===== config.mk =====
export PLATFORM = sky130hd
export DESIGN_NAME = first_fit_block_allocator_unit
export DESIGN_NICKNAME = d
export VERILOG_FILES = /design/src/rtl/ffba_pkg.sv /design/src/rtl/ffba_cell.sv /design/src/rtl/first_fit_block_allocator_unit.sv
export SDC_FILE = /design/constraint.sdc
export NUM_CORES = 2
export LEC_CHECK = 0
export BUFFER_PORTS_ARGS = -buffer_cell sky130_fd_sc_hd__buf_4
export CAP_MARGIN = 20
export CORE_MARGIN = 8
export CORE_UTILIZATION = 25
export CTS_BUF_LIST = sky130_fd_sc_hd__clkbuf_4
export DETAILED_ROUTE_END_ITERATION = 10
export PLACE_DENSITY = 0.38
export SYNTH_ARGS = -nofsm -noshare
export SYNTH_HDL_FRONTEND = slang
export SYNTH_SLANG_ARGS = --single-unit
export TNS_END_PERCENT = 20

===== constraint.sdc =====
create_clock -name clk -period 617.1 [get_ports clk]
set_input_delay 61.71 -clock clk [delete_from_list [all_inputs] [get_ports clk]]
set_output_delay 61.71 -clock clk [all_outputs]
set_load 0.02 [all_outputs]

===== src/rtl/ffba_pkg.sv =====
// ----------------------------------------------------------------------------
// ffba_pkg: shared types and codes for the first-fit block allocator
// Status codes, command codes, heap geometry and the sequencer state type.
// ----------------------------------------------------------------------------
package ffba_pkg;

  localparam logic CMD_ALLOC = 1'b0;
  localparam logic CMD_FREE  = 1'b1;

  localparam logic [2:0] ST_OK      = 3'd0;
  localparam logic [2:0] ST_ZERO    = 3'd1;
  localparam logic [2:0] ST_NOFIT   = 3'd2;
  localparam logic [2:0] ST_FULL    = 3'd3;
  localparam logic [2:0] ST_UNKNOWN = 3'd4;

  // The address and size widths are fixed by the heap size.
  localparam int HEAP_BYTES = 131072;
  localparam int ADDR_W = 17;
  localparam int SIZE_W = 18;

  typedef enum logic [1:0] {
    S_IDLE,
    S_SCAN,
    S_DONE
  } state_t;

endpackage


===== src/rtl/ffba_cell.sv =====
// ----------------------------------------------------------------------------
// ffba_cell: one descriptor slot in the rotating table ring
// Holds base, size and used mark; passes them to its neighbour every cycle
// while the ring rotates, or loads a new descriptor at the tail.
// ----------------------------------------------------------------------------
module ffba_cell (
  input  logic                         clk,
  input  logic                         shift,
  input  logic [ffba_pkg::ADDR_W-1:0]  base_in,
  input  logic [ffba_pkg::SIZE_W-1:0]  size_in,
  input  logic                         used_in,
  output logic [ffba_pkg::ADDR_W-1:0]  base_out,
  output logic [ffba_pkg::SIZE_W-1:0]  size_out,
  output logic                         used_out
);
  import ffba_pkg::*;

  logic [ADDR_W-1:0] base_r;
  logic [SIZE_W-1:0] size_r;
  logic              used_r;

  always_ff @(posedge clk) begin
    if (shift) begin
      base_r <= base_in;
      size_r <= size_in;
      used_r <= used_in;
    end
  end

  assign base_out = base_r;
  assign size_out = size_r;
  assign used_out = used_r;
endmodule


===== src/rtl/first_fit_block_allocator_unit.sv =====
// ----------------------------------------------------------------------------
// first_fit_block_allocator_unit: first-fit heap allocator
// Usage: present cmd, request_size and release_address on the in_ channel
// (valid/ready). Each word yields one result word on the out_ channel
// (block_address, status). The descriptor table lives in a ring of cells;
// cell 0 is the head. A request rotates the ring through all TABLE_ENTRIES
// slots, one slot per cycle, examining each live descriptor at the head in
// table order, so the table is back in order when the pass ends.
// The result is registered and out_valid rises in S_DONE once the pass ends.
// One request is in flight at a time: a new word is accepted only after the
// result of the last one is taken. After reset the table holds one free
// block covering the heap; the ring is loaded on the first pass, as slots
// beyond the count are dead. If the receiver stalls, the result stays in
// the output register and no new word is accepted until it is taken.
// ----------------------------------------------------------------------------
module first_fit_block_allocator_unit #(
  parameter int TABLE_ENTRIES = 256
) (
  input  logic                          clk,
  input  logic                          rst_n,
  input  logic                          in_valid,
  output logic                          in_ready,
  input  logic                          in_cmd,
  input  logic [ffba_pkg::SIZE_W-1:0]   in_request_size,
  input  logic [ffba_pkg::ADDR_W-1:0]   in_release_address,
  output logic                          out_valid,
  input  logic                          out_ready,
  output logic [ffba_pkg::ADDR_W-1:0]   out_block_address,
  output logic [2:0]                    out_status
);
  import ffba_pkg::*;

  localparam int IDX_W = $clog2(TABLE_ENTRIES);
  localparam int CNT_W = $clog2(TABLE_ENTRIES + 1);

  state_t state_r, state_nxt;
  logic [CNT_W-1:0] count_r, count_nxt;
  logic [IDX_W-1:0] pos_r, pos_nxt;
  logic             init_r, init_nxt;
  logic             hit_r, hit_nxt;
  logic             cmd_r;
  logic [SIZE_W-1:0] req_r;
  logic [ADDR_W-1:0] addr_r;
  logic [ADDR_W-1:0] res_addr_r, res_addr_nxt;
  logic [2:0]        res_st_r, res_st_nxt;
  logic              split_r, split_nxt;
  logic [ADDR_W-1:0] split_base_r, split_base_nxt;

  logic [ADDR_W-1:0] c_base [TABLE_ENTRIES];
  logic [SIZE_W-1:0] c_size [TABLE_ENTRIES];
  logic              c_used [TABLE_ENTRIES];
  logic              shift;
  logic [ADDR_W-1:0] h_base, t_base;
  logic [SIZE_W-1:0] h_size, t_size;
  logic              h_used, t_used;
  logic              live;

  // Head descriptor, replaced by the reset block while the ring is unloaded.
  always_comb begin
    h_base = c_base[0];
    h_size = c_size[0];
    h_used = c_used[0];
    if (init_r) begin
      h_base = '0;
      h_size = (pos_r == '0) ? SIZE_W'(HEAP_BYTES) : '0;
      h_used = 1'b0;
    end
  end

  assign live = CNT_W'(pos_r) < count_r;

  genvar g;
  generate
    for (g = 0; g < TABLE_ENTRIES; g++) begin : g_ring
      if (g == TABLE_ENTRIES - 1) begin : g_tail
        ffba_cell u_cell (
          .clk(clk), .shift(shift),
          .base_in(t_base), .size_in(t_size), .used_in(t_used),
          .base_out(c_base[g]), .size_out(c_size[g]), .used_out(c_used[g]));
      end else begin : g_mid
        ffba_cell u_cell (
          .clk(clk), .shift(shift),
          .base_in(c_base[g+1]), .size_in(c_size[g+1]), .used_in(c_used[g+1]),
          .base_out(c_base[g]), .size_out(c_size[g]), .used_out(c_used[g]));
      end
    end
  endgenerate

  always_ff @(posedge clk) begin
    if (!rst_n) begin
      state_r  <= S_IDLE;
      count_r  <= CNT_W'(1);
      init_r   <= 1'b1;
      pos_r    <= '0;
      hit_r    <= 1'b0;
      split_r  <= 1'b0;
    end else begin
      state_r  <= state_nxt;
      count_r  <= count_nxt;
      init_r   <= init_nxt;
      pos_r    <= pos_nxt;
      hit_r    <= hit_nxt;
      split_r  <= split_nxt;
    end
  end

  always_ff @(posedge clk) begin
    if (state_r == S_IDLE && in_valid) begin
      cmd_r  <= in_cmd;
      req_r  <= in_request_size;
      addr_r <= in_release_address;
    end
    res_addr_r   <= res_addr_nxt;
    res_st_r     <= res_st_nxt;
    split_base_r <= split_base_nxt;
  end

  always_comb begin
    state_nxt      = state_r;
    count_nxt      = count_r;
    init_nxt       = init_r;
    pos_nxt        = pos_r;
    hit_nxt        = hit_r;
    split_nxt      = split_r;
    split_base_nxt = split_base_r;
    res_addr_nxt   = res_addr_r;
    res_st_nxt     = res_st_r;
    shift          = 1'b0;
    t_base         = h_base;
    t_size         = h_size;
    t_used         = h_used;
    in_ready       = 1'b0;
    out_valid      = 1'b0;
    case (state_r)
      S_IDLE: begin
        in_ready = 1'b1;
        if (in_valid) begin
          state_nxt  = S_SCAN;
          pos_nxt    = '0;
          hit_nxt    = 1'b0;
          split_nxt  = 1'b0;
          res_addr_nxt = '0;
          res_st_nxt = (in_cmd == CMD_FREE) ? ST_UNKNOWN : ST_NOFIT;
          if (in_cmd == CMD_ALLOC && in_request_size == '0) begin
            hit_nxt    = 1'b1;
            res_st_nxt = ST_ZERO;
          end
        end
      end
      S_SCAN: begin
        shift = 1'b1;
        if (live && !hit_r) begin
          if (cmd_r == CMD_FREE) begin
            if (h_base == addr_r) begin
              t_used     = 1'b0;
              hit_nxt    = 1'b1;
              res_st_nxt = ST_OK;
            end
          end else if (!h_used) begin
            if (h_size == req_r) begin
              t_used       = 1'b1;
              hit_nxt      = 1'b1;
              res_st_nxt   = ST_OK;
              res_addr_nxt = h_base;
            end else if (h_size > req_r) begin
              hit_nxt = 1'b1;
              if (count_r >= CNT_W'(TABLE_ENTRIES)) begin
                res_st_nxt = ST_FULL;
              end else begin
                t_base         = h_base + req_r[ADDR_W-1:0];
                t_size         = h_size - req_r;
                split_nxt      = 1'b1;
                split_base_nxt = h_base;
                res_st_nxt     = ST_OK;
                res_addr_nxt   = h_base;
              end
            end
          end
        end
        // The appended descriptor lands in the first dead slot.
        if (split_r && CNT_W'(pos_r) == count_r) begin
          t_base    = split_base_r;
          t_size    = req_r;
          t_used    = 1'b1;
          split_nxt = 1'b0;
          count_nxt = count_r + CNT_W'(1);
        end
        pos_nxt = pos_r + IDX_W'(1);
        if (pos_r == IDX_W'(TABLE_ENTRIES - 1)) begin
          state_nxt = S_DONE;
          init_nxt  = 1'b0;
        end
      end
      S_DONE: begin
        out_valid = 1'b1;
        if (out_ready) state_nxt = S_IDLE;
      end
      default: state_nxt = S_IDLE;
    endcase
  end

  assign out_block_address = res_addr_r;
  assign out_status        = res_st_r;
endmodule


# Word level (Yosys, flattened, before mapping)
# Cells that the tools add are included.
dict set report word_totals {
  wordCells 905
  reg_bits 9311
  out_inout_bits 22
}
dict set report classes {
  bitwise 5
  n_lt_le_gt_ge 3
  mux 73
  n_eq_ne 23
  n_reduce_logical 17
  add_sub_neg 4
}
# cell n
set op_table {}
lappend op_table {{17-bit 2-to-1 mux} 16}
lappend op_table {{18-bit 2-to-1 mux} 10}
lappend op_table {{17-bit case mux with 2 select lines} 1}
lappend op_table {{3-bit inequality test (second input constant)} 10}
lappend op_table {{1-bit 2-to-1 mux} 27}
lappend op_table {{3-bit 2-to-1 mux} 9}
lappend op_table {{18-bit == test} 1}
lappend op_table {{18-bit greater-than comparator} 1}
lappend op_table {{18-bit logical NOT} 1}
lappend op_table {{18-bit subtractor} 1}
lappend op_table {{17-bit adder} 1}
lappend op_table {{17-bit == test} 1}
lappend op_table {{8-bit case mux with 2 select lines} 1}
lappend op_table {{7-bit AND reduction} 2}
lappend op_table {{2-bit inequality test (second input constant)} 6}
lappend op_table {{9-bit by 1-bit adder with 9-bit output (second input constant)} 1}
lappend op_table {{8-bit by 9-bit == test with 1-bit output} 1}
lappend op_table {{9-bit >= comparator (second input constant)} 1}
lappend op_table {{8-bit by 9-bit < comparator with 1-bit output} 1}
lappend op_table {{8-bit by 1-bit adder with 8-bit output (second input constant)} 1}
lappend op_table {{8-bit == test (second input constant)} 1}
lappend op_table {{8-bit logical NOT} 1}
lappend op_table {{2-bit 2-to-1 mux} 4}
lappend op_table {{8-bit 2-to-1 mux} 1}
lappend op_table {{15 further kinds} 25}

# Longest topological paths before layout
dict set report depth {
  word_depth 12
  ltp_mapped 15
}

# By module
# Synthesis repeated with hierarchy kept, for this count alone.
dict set report unflattened {
  hier_cells 9968
  hier_area_um2 283499.4
}
# module seq_area_each_um2 cells_each area_per_inst_um2 instances
set modules_own_cells {}
lappend modules_own_cells {ffba_cell 1081.0 36 1081.0 256}
lappend modules_own_cells {first_fit_block_allocator_unit 2632.5 752 6754.0 1}

# Worst setup path after synthesis
# Ideal clock, no wire load.
dict set report synth_path {
  kind {reg2reg}
  start {register state_r[1]}
  end {register res_addr_r[0] (netlist: out_block_address[0]) (enable)}
  path_stages_with_launch 5
  setup_ns 23.154
  setup_slack_ns 258.748
  arrival_ns 335.197
  period_less_slack_ns 358.352
  cell_sequence {dfxtp_1 > nand2b_1 > inv_1 > clkbuf_1 > a21oi_1}
}
dict set report synth_between {
  elab_chain_len 3
  elab_cells_between_ends 10
}
# element line_no
set synth_rtl {}
lappend synth_rtl {{start, declared} first_fit_block_allocator_unit.sv:36} ;# state_t state_r, state_nxt;
lappend synth_rtl {{start signal, assigned} first_fit_block_allocator_unit.sv:98} ;# state_r <= state_nxt;
lappend synth_rtl {{2-bit by 1-bit == test with 1-bit output or 2-bit logical NOT (tied branches)} first_fit_block_allocator_unit.sv:134} ;# case (state_r)
lappend synth_rtl {{3-bit inequality test (no line) (tied with other cells)} -}
lappend synth_rtl {{7-bit AND reduction (no line) *} -}
lappend synth_rtl {{end signal, assigned} first_fit_block_allocator_unit.sv:113} ;# res_addr_r <= res_addr_nxt;
lappend synth_rtl {{end, declared} first_fit_block_allocator_unit.sv:44} ;# logic [ADDR_W-1:0] res_addr_r, res_addr_nxt;
# Every way passes the cells marked *; elsewhere a longest branch is shown, timed or not.
# A chain may end at the register's enable or synchronous reset.

# Worst setup path after layout
dict set report layout_path {
  start {register state_r[1]}
  end {output out_valid}
}
dict set report layout_between {
  elab_chain_len 2
}
# element line_no
set layout_rtl {}
lappend layout_rtl {{2-bit == test} first_fit_block_allocator_unit.sv:134}
lappend layout_rtl {{1-bit 2-to-1 mux} first_fit_block_allocator_unit.sv:134}
lappend layout_rtl {{end, declared} first_fit_block_allocator_unit.sv:26} ;# output logic out_valid,
# No other way between the ends.

==> results.yml <==
critical_path:
  worstPathMaxFanout: 5
  setup.worst_path.class: "reg2out"
  crit_path_end_kind: "output port"
  critical_path.slowest_cell: "sky130_fd_sc_hd__dfxtp_1"
  timing.critical_path.arrival_ns: 2.45
  worstPathCellList: "nor2b_1 > buf_4"
  setup.worst_path.start_class: "flip-flop"
  number_of_buffer_and_inverter_instances_along_the_worst_setup_path: 1
  cp_slowest_stage_delay_ns: 0.38
  worstPathRequired_ns: 555.39
  critical_path.top_delay_family: "flip-flops"
clock_tree:
  cts_hold_buffers: 0
  tritoncts.num_buffers: 2561
  ctsResizeCount: 0
  clk_transition_reported_paths_ns: 0.06
  buffers_inserted_by_post_cts_timing_repair: 0
  insertion_delay_ns: 1.68
  cts_htree_levels: 8
  clock-root-buffer: "sky130_fd_sc_hd__clkbuf_4"
  clock_sinks: 9311
  tritoncts_clock_tree: "yes"
  clock_path_buffers: 6
route:
  routedWlPerCell_um: 14.16
  remaining_drc_errors: 0
  antenna_violating_nets_post_route: 0
  first_pass_iters: 6
  detail_route.vias_per_cell: 3.568
  num_vias: 105200
  totalWireLength_um: 417300
  first_drt_iteration_drcs: 7928
placement:
  port_buffers: 61
  place.detailed.instances: 25200
  dp_hpwl_um: 174700
  gp_congestion: 0.6989
sta:
  clock.fmax_ghz: 0.01559
  fin_crit_sh_pct: 10.40
  rsz0062_at_grt: "no"
  final.setup.tns_ns: 0
  timing.final.crit_period_ns: 64.16
  finalClockSkew_ns: 0.2285
  worst_slew_margin_rel_pct: 23.14
  tightestPinTransition_ns: 1.153
  finalHoldViolations: 0
  finalHoldWorstSlack_ns: 0.2256
  setup-violations-final: 0
  timing.final.max_slew_violations: 0
layout:
  syn_to_final_growth_pct: 18.25
  final_layout_size_suffix_gt1_share_pct: 28.65
  most-common-layout-cells: "sky130_fd_sc_hd__edfxtp_1, sky130_fd_sc_hd__clkbuf_4, sky130_fd_sc_hd__clkinv_1"
  layout.nets: 12730
  final_cells: 29470
  total_of_fill_cells_in_the_finished_design: 109200
  layout.cells.most_common: "sky130_fd_sc_hd__edfxtp_1"
grt:
  grt_pass1_wl_um: 670300
  grt_antenna_before_repair: 21
  grt_util_all_layers_pct: 7.080
  via_count_of_the_first_global_routing_pass: 115100
  grt_max_degree: 193
  grt_overflow_total: 0
floorplanning:
  fp-row-count: 391
  pin_count: 62
  core-area_um2: 1132000
  die_height_um: 1081
  design.die.area_um2: 1168000
  floorplan.initialDensity_pct: 25.04
  fp.dieW_um: 1081
synth:
  postSynthAreaPerCell_um2: 28.58
  ys_async_sr_fraction_pct: 0
  synth_top_cells_by_area: "sky130_fd_sc_hd__edfxtp_1, sky130_fd_sc_hd__ha_1, sky130_fd_sc_hd__dfxtp_1, sky130_fd_sc_hd__nor2_1, sky130_fd_sc_hd__xnor2_1"
  number_of_enable_type_register_cells_in_the_synthesized_netlist: 9289
  postSynthNetCount: 10000
  synth.ff_latch_count: 9311
  library_cell_occupying_the_most_area_in_the_post_synthesis_netlist: "sky130_fd_sc_hd__edfxtp_1"
  synth_warnings: 0
  syn_inst: 9911
  synth-seq-area-share_pct: 98.61
  synthDominantCellAreaShare_pct: 98.46
  synth_area_um2: 283300
  ys_types: 77
  synth_ff_type: "sky130_fd_sc_hd__edfxtp_1"
power_and_ir_drop:
  power.total_mw: 1.303
  power.density_cell_area_nw_per_um2: 3.891
  leakage_nw: 110.0
  peakVddDrop_mv: 0.001305
worst_hold_path:
  worstHoldPathType: "reg2reg"
job:
  cap_viol_max_count: 0
run_status:
  run_status: "finished clean"
## metal layers
metal / part of all wire [%] / vias up / wire length (um) / GRT usage [%]
met5: 0.0062 / - / 26 / 0
met4: 4.0 / 4 / 16700 / 4.089
met3: 6.7 / 1410 / 28070 / 2.623
met2: 41 / 2977 / 170100 / 8.999
met1: 49 / 53310 / 202400 / 10.17
li1: - / 47460 / - / -
## power breakdown
| group | total [mW] | internal [mW] | leakage, nW | switching, mW |
|---|---|---|---|---|
| clock network | 0.536 | 0.288 | 18.6 | 0.249 |
| registers | 0.749 | 0.738 | 88.6 | 0.0105 |
| logic | 0.0184 | 0.00171 | 2.78 | 0.0167 |
## stage by stage
stage | area, um^2 | utilization, % | setup WS (ns)
5_1_grt | 335000 | 29.60 | 552.56
3_5_place_dp | 303800 | 26.85 | 552.76
6_report | 335000 | 29.60 | 552.94
3_3_place_gp | 303800 | 26.84 | 552.18
2_1_floorplan | 283300 | - | 258.75
4_1_cts | 334800 | 29.59 | 552.52
## final timing paths
kind              slack, ns                                               to                                       startpoint  cells after the start
hold reg to reg        0.23  g_ring[216].g_mid.u_cell.base_out[14]$_DFFE_PP_  g_ring[217].g_mid.u_cell.base_out[14]$_DFFE_PP_                      0
setup reg to reg     608.41  g_ring[150].g_mid.u_cell.size_out[14]$_DFFE_PP_                          state_r[1]$_SDFFE_PN0P_                     10
setup / recovery     552.94                                        out_valid                          state_r[1]$_SDFFE_PN0P_                      2
hold / removal         0.23  g_ring[216].g_mid.u_cell.base_out[14]$_DFFE_PP_  g_ring[217].g_mid.u_cell.base_out[14]$_DFFE_PP_                      0
## sequential cells by signal (all words and copies together), names as in the netlist, 2 cells and up
name                           cells
out_status                         3
g_ring.g_tail.u_cell.base_out     17
state_r                            2
g_ring.g_mid.u_cell.base_out    4335
g_ring.g_mid.u_cell.size_out    4590
pos_r                              8
g_ring.g_tail.u_cell.size_out     18
split_base_r                      17
addr_r                            17
req_r                             18
count_r                            9
out_block_address                 17
g_ring.g_mid.u_cell.used_out     255
## cell usage after synthesis (all sizes together), types with 3 or more instances
cell and count:
nor4 11, nor3 10, a21o 11, o21ai 34, nor2b 25, a22oi 5, nand3 10, edfxtp 9289
nor2 81, clkbuf 12, nand2 58, and2 9, o32ai 5, a221o 11, nand4 10, or4 4
xnor2 32, xor2 19, or3 5, ha 47, a21boi 3, o221ai 11, a21oi 42, o21a 5
inv 59, a211oi 5, o21bai 4, dfxtp 22, buf 8, nand2b 7, a31oi 8, nor4bb 4
a221oi 5, o22ai 7
## layout make-up
| type | instances | area (um^2) | share of cell area (%) |
|---|---|---|---|
| clock inverter | 532 | 3156 | 0.9420 |
| multi-input combinational | 521 | 3650 | 1.089 |
| sequential | 9311 | 279400 | 83.40 |
| inverter | 59 | 229.0 | 0.06835 |
| timing repair buffer | 188 | 1752 | 0.5229 |
| clock buffer | 3709 | 27840 | 8.312 |
| tap | 15130 | 18930 | 5.651 |
| antenna | 23 | 57.56 | 0.01718 |
## worst register-to-register path: stages (launching register included)
cell and delay, ns:
sky130_fd_sc_hd__dfxtp_1 0.34, sky130_fd_sc_hd__nand2b_1 0.24, sky130_fd_sc_hd__inv_8 0.60, sky130_fd_sc_hd__buf_12 0.82, sky130_fd_sc_hd__buf_12 0.76, sky130_fd_sc_hd__buf_12 0.88
sky130_fd_sc_hd__buf_4 0.98, sky130_fd_sc_hd__buf_4 0.83, sky130_fd_sc_hd__buf_4 0.88, sky130_fd_sc_hd__buf_4 0.95, sky130_fd_sc_hd__buf_4 0.87
## kinds of logic after synthesis
family          count (synthesis)  share of synthesized area, %
fa+ha+maj                      49                        0.2217
flops                        9311                         98.61
mux                             2                      0.007067
xor+xnor                       51                        0.1630
buf+inv                        79                        0.1117
simple gates                  249                        0.4593
compound gates                170                        0.4227
Note: power is estimated with default switching activity, not from simulation.
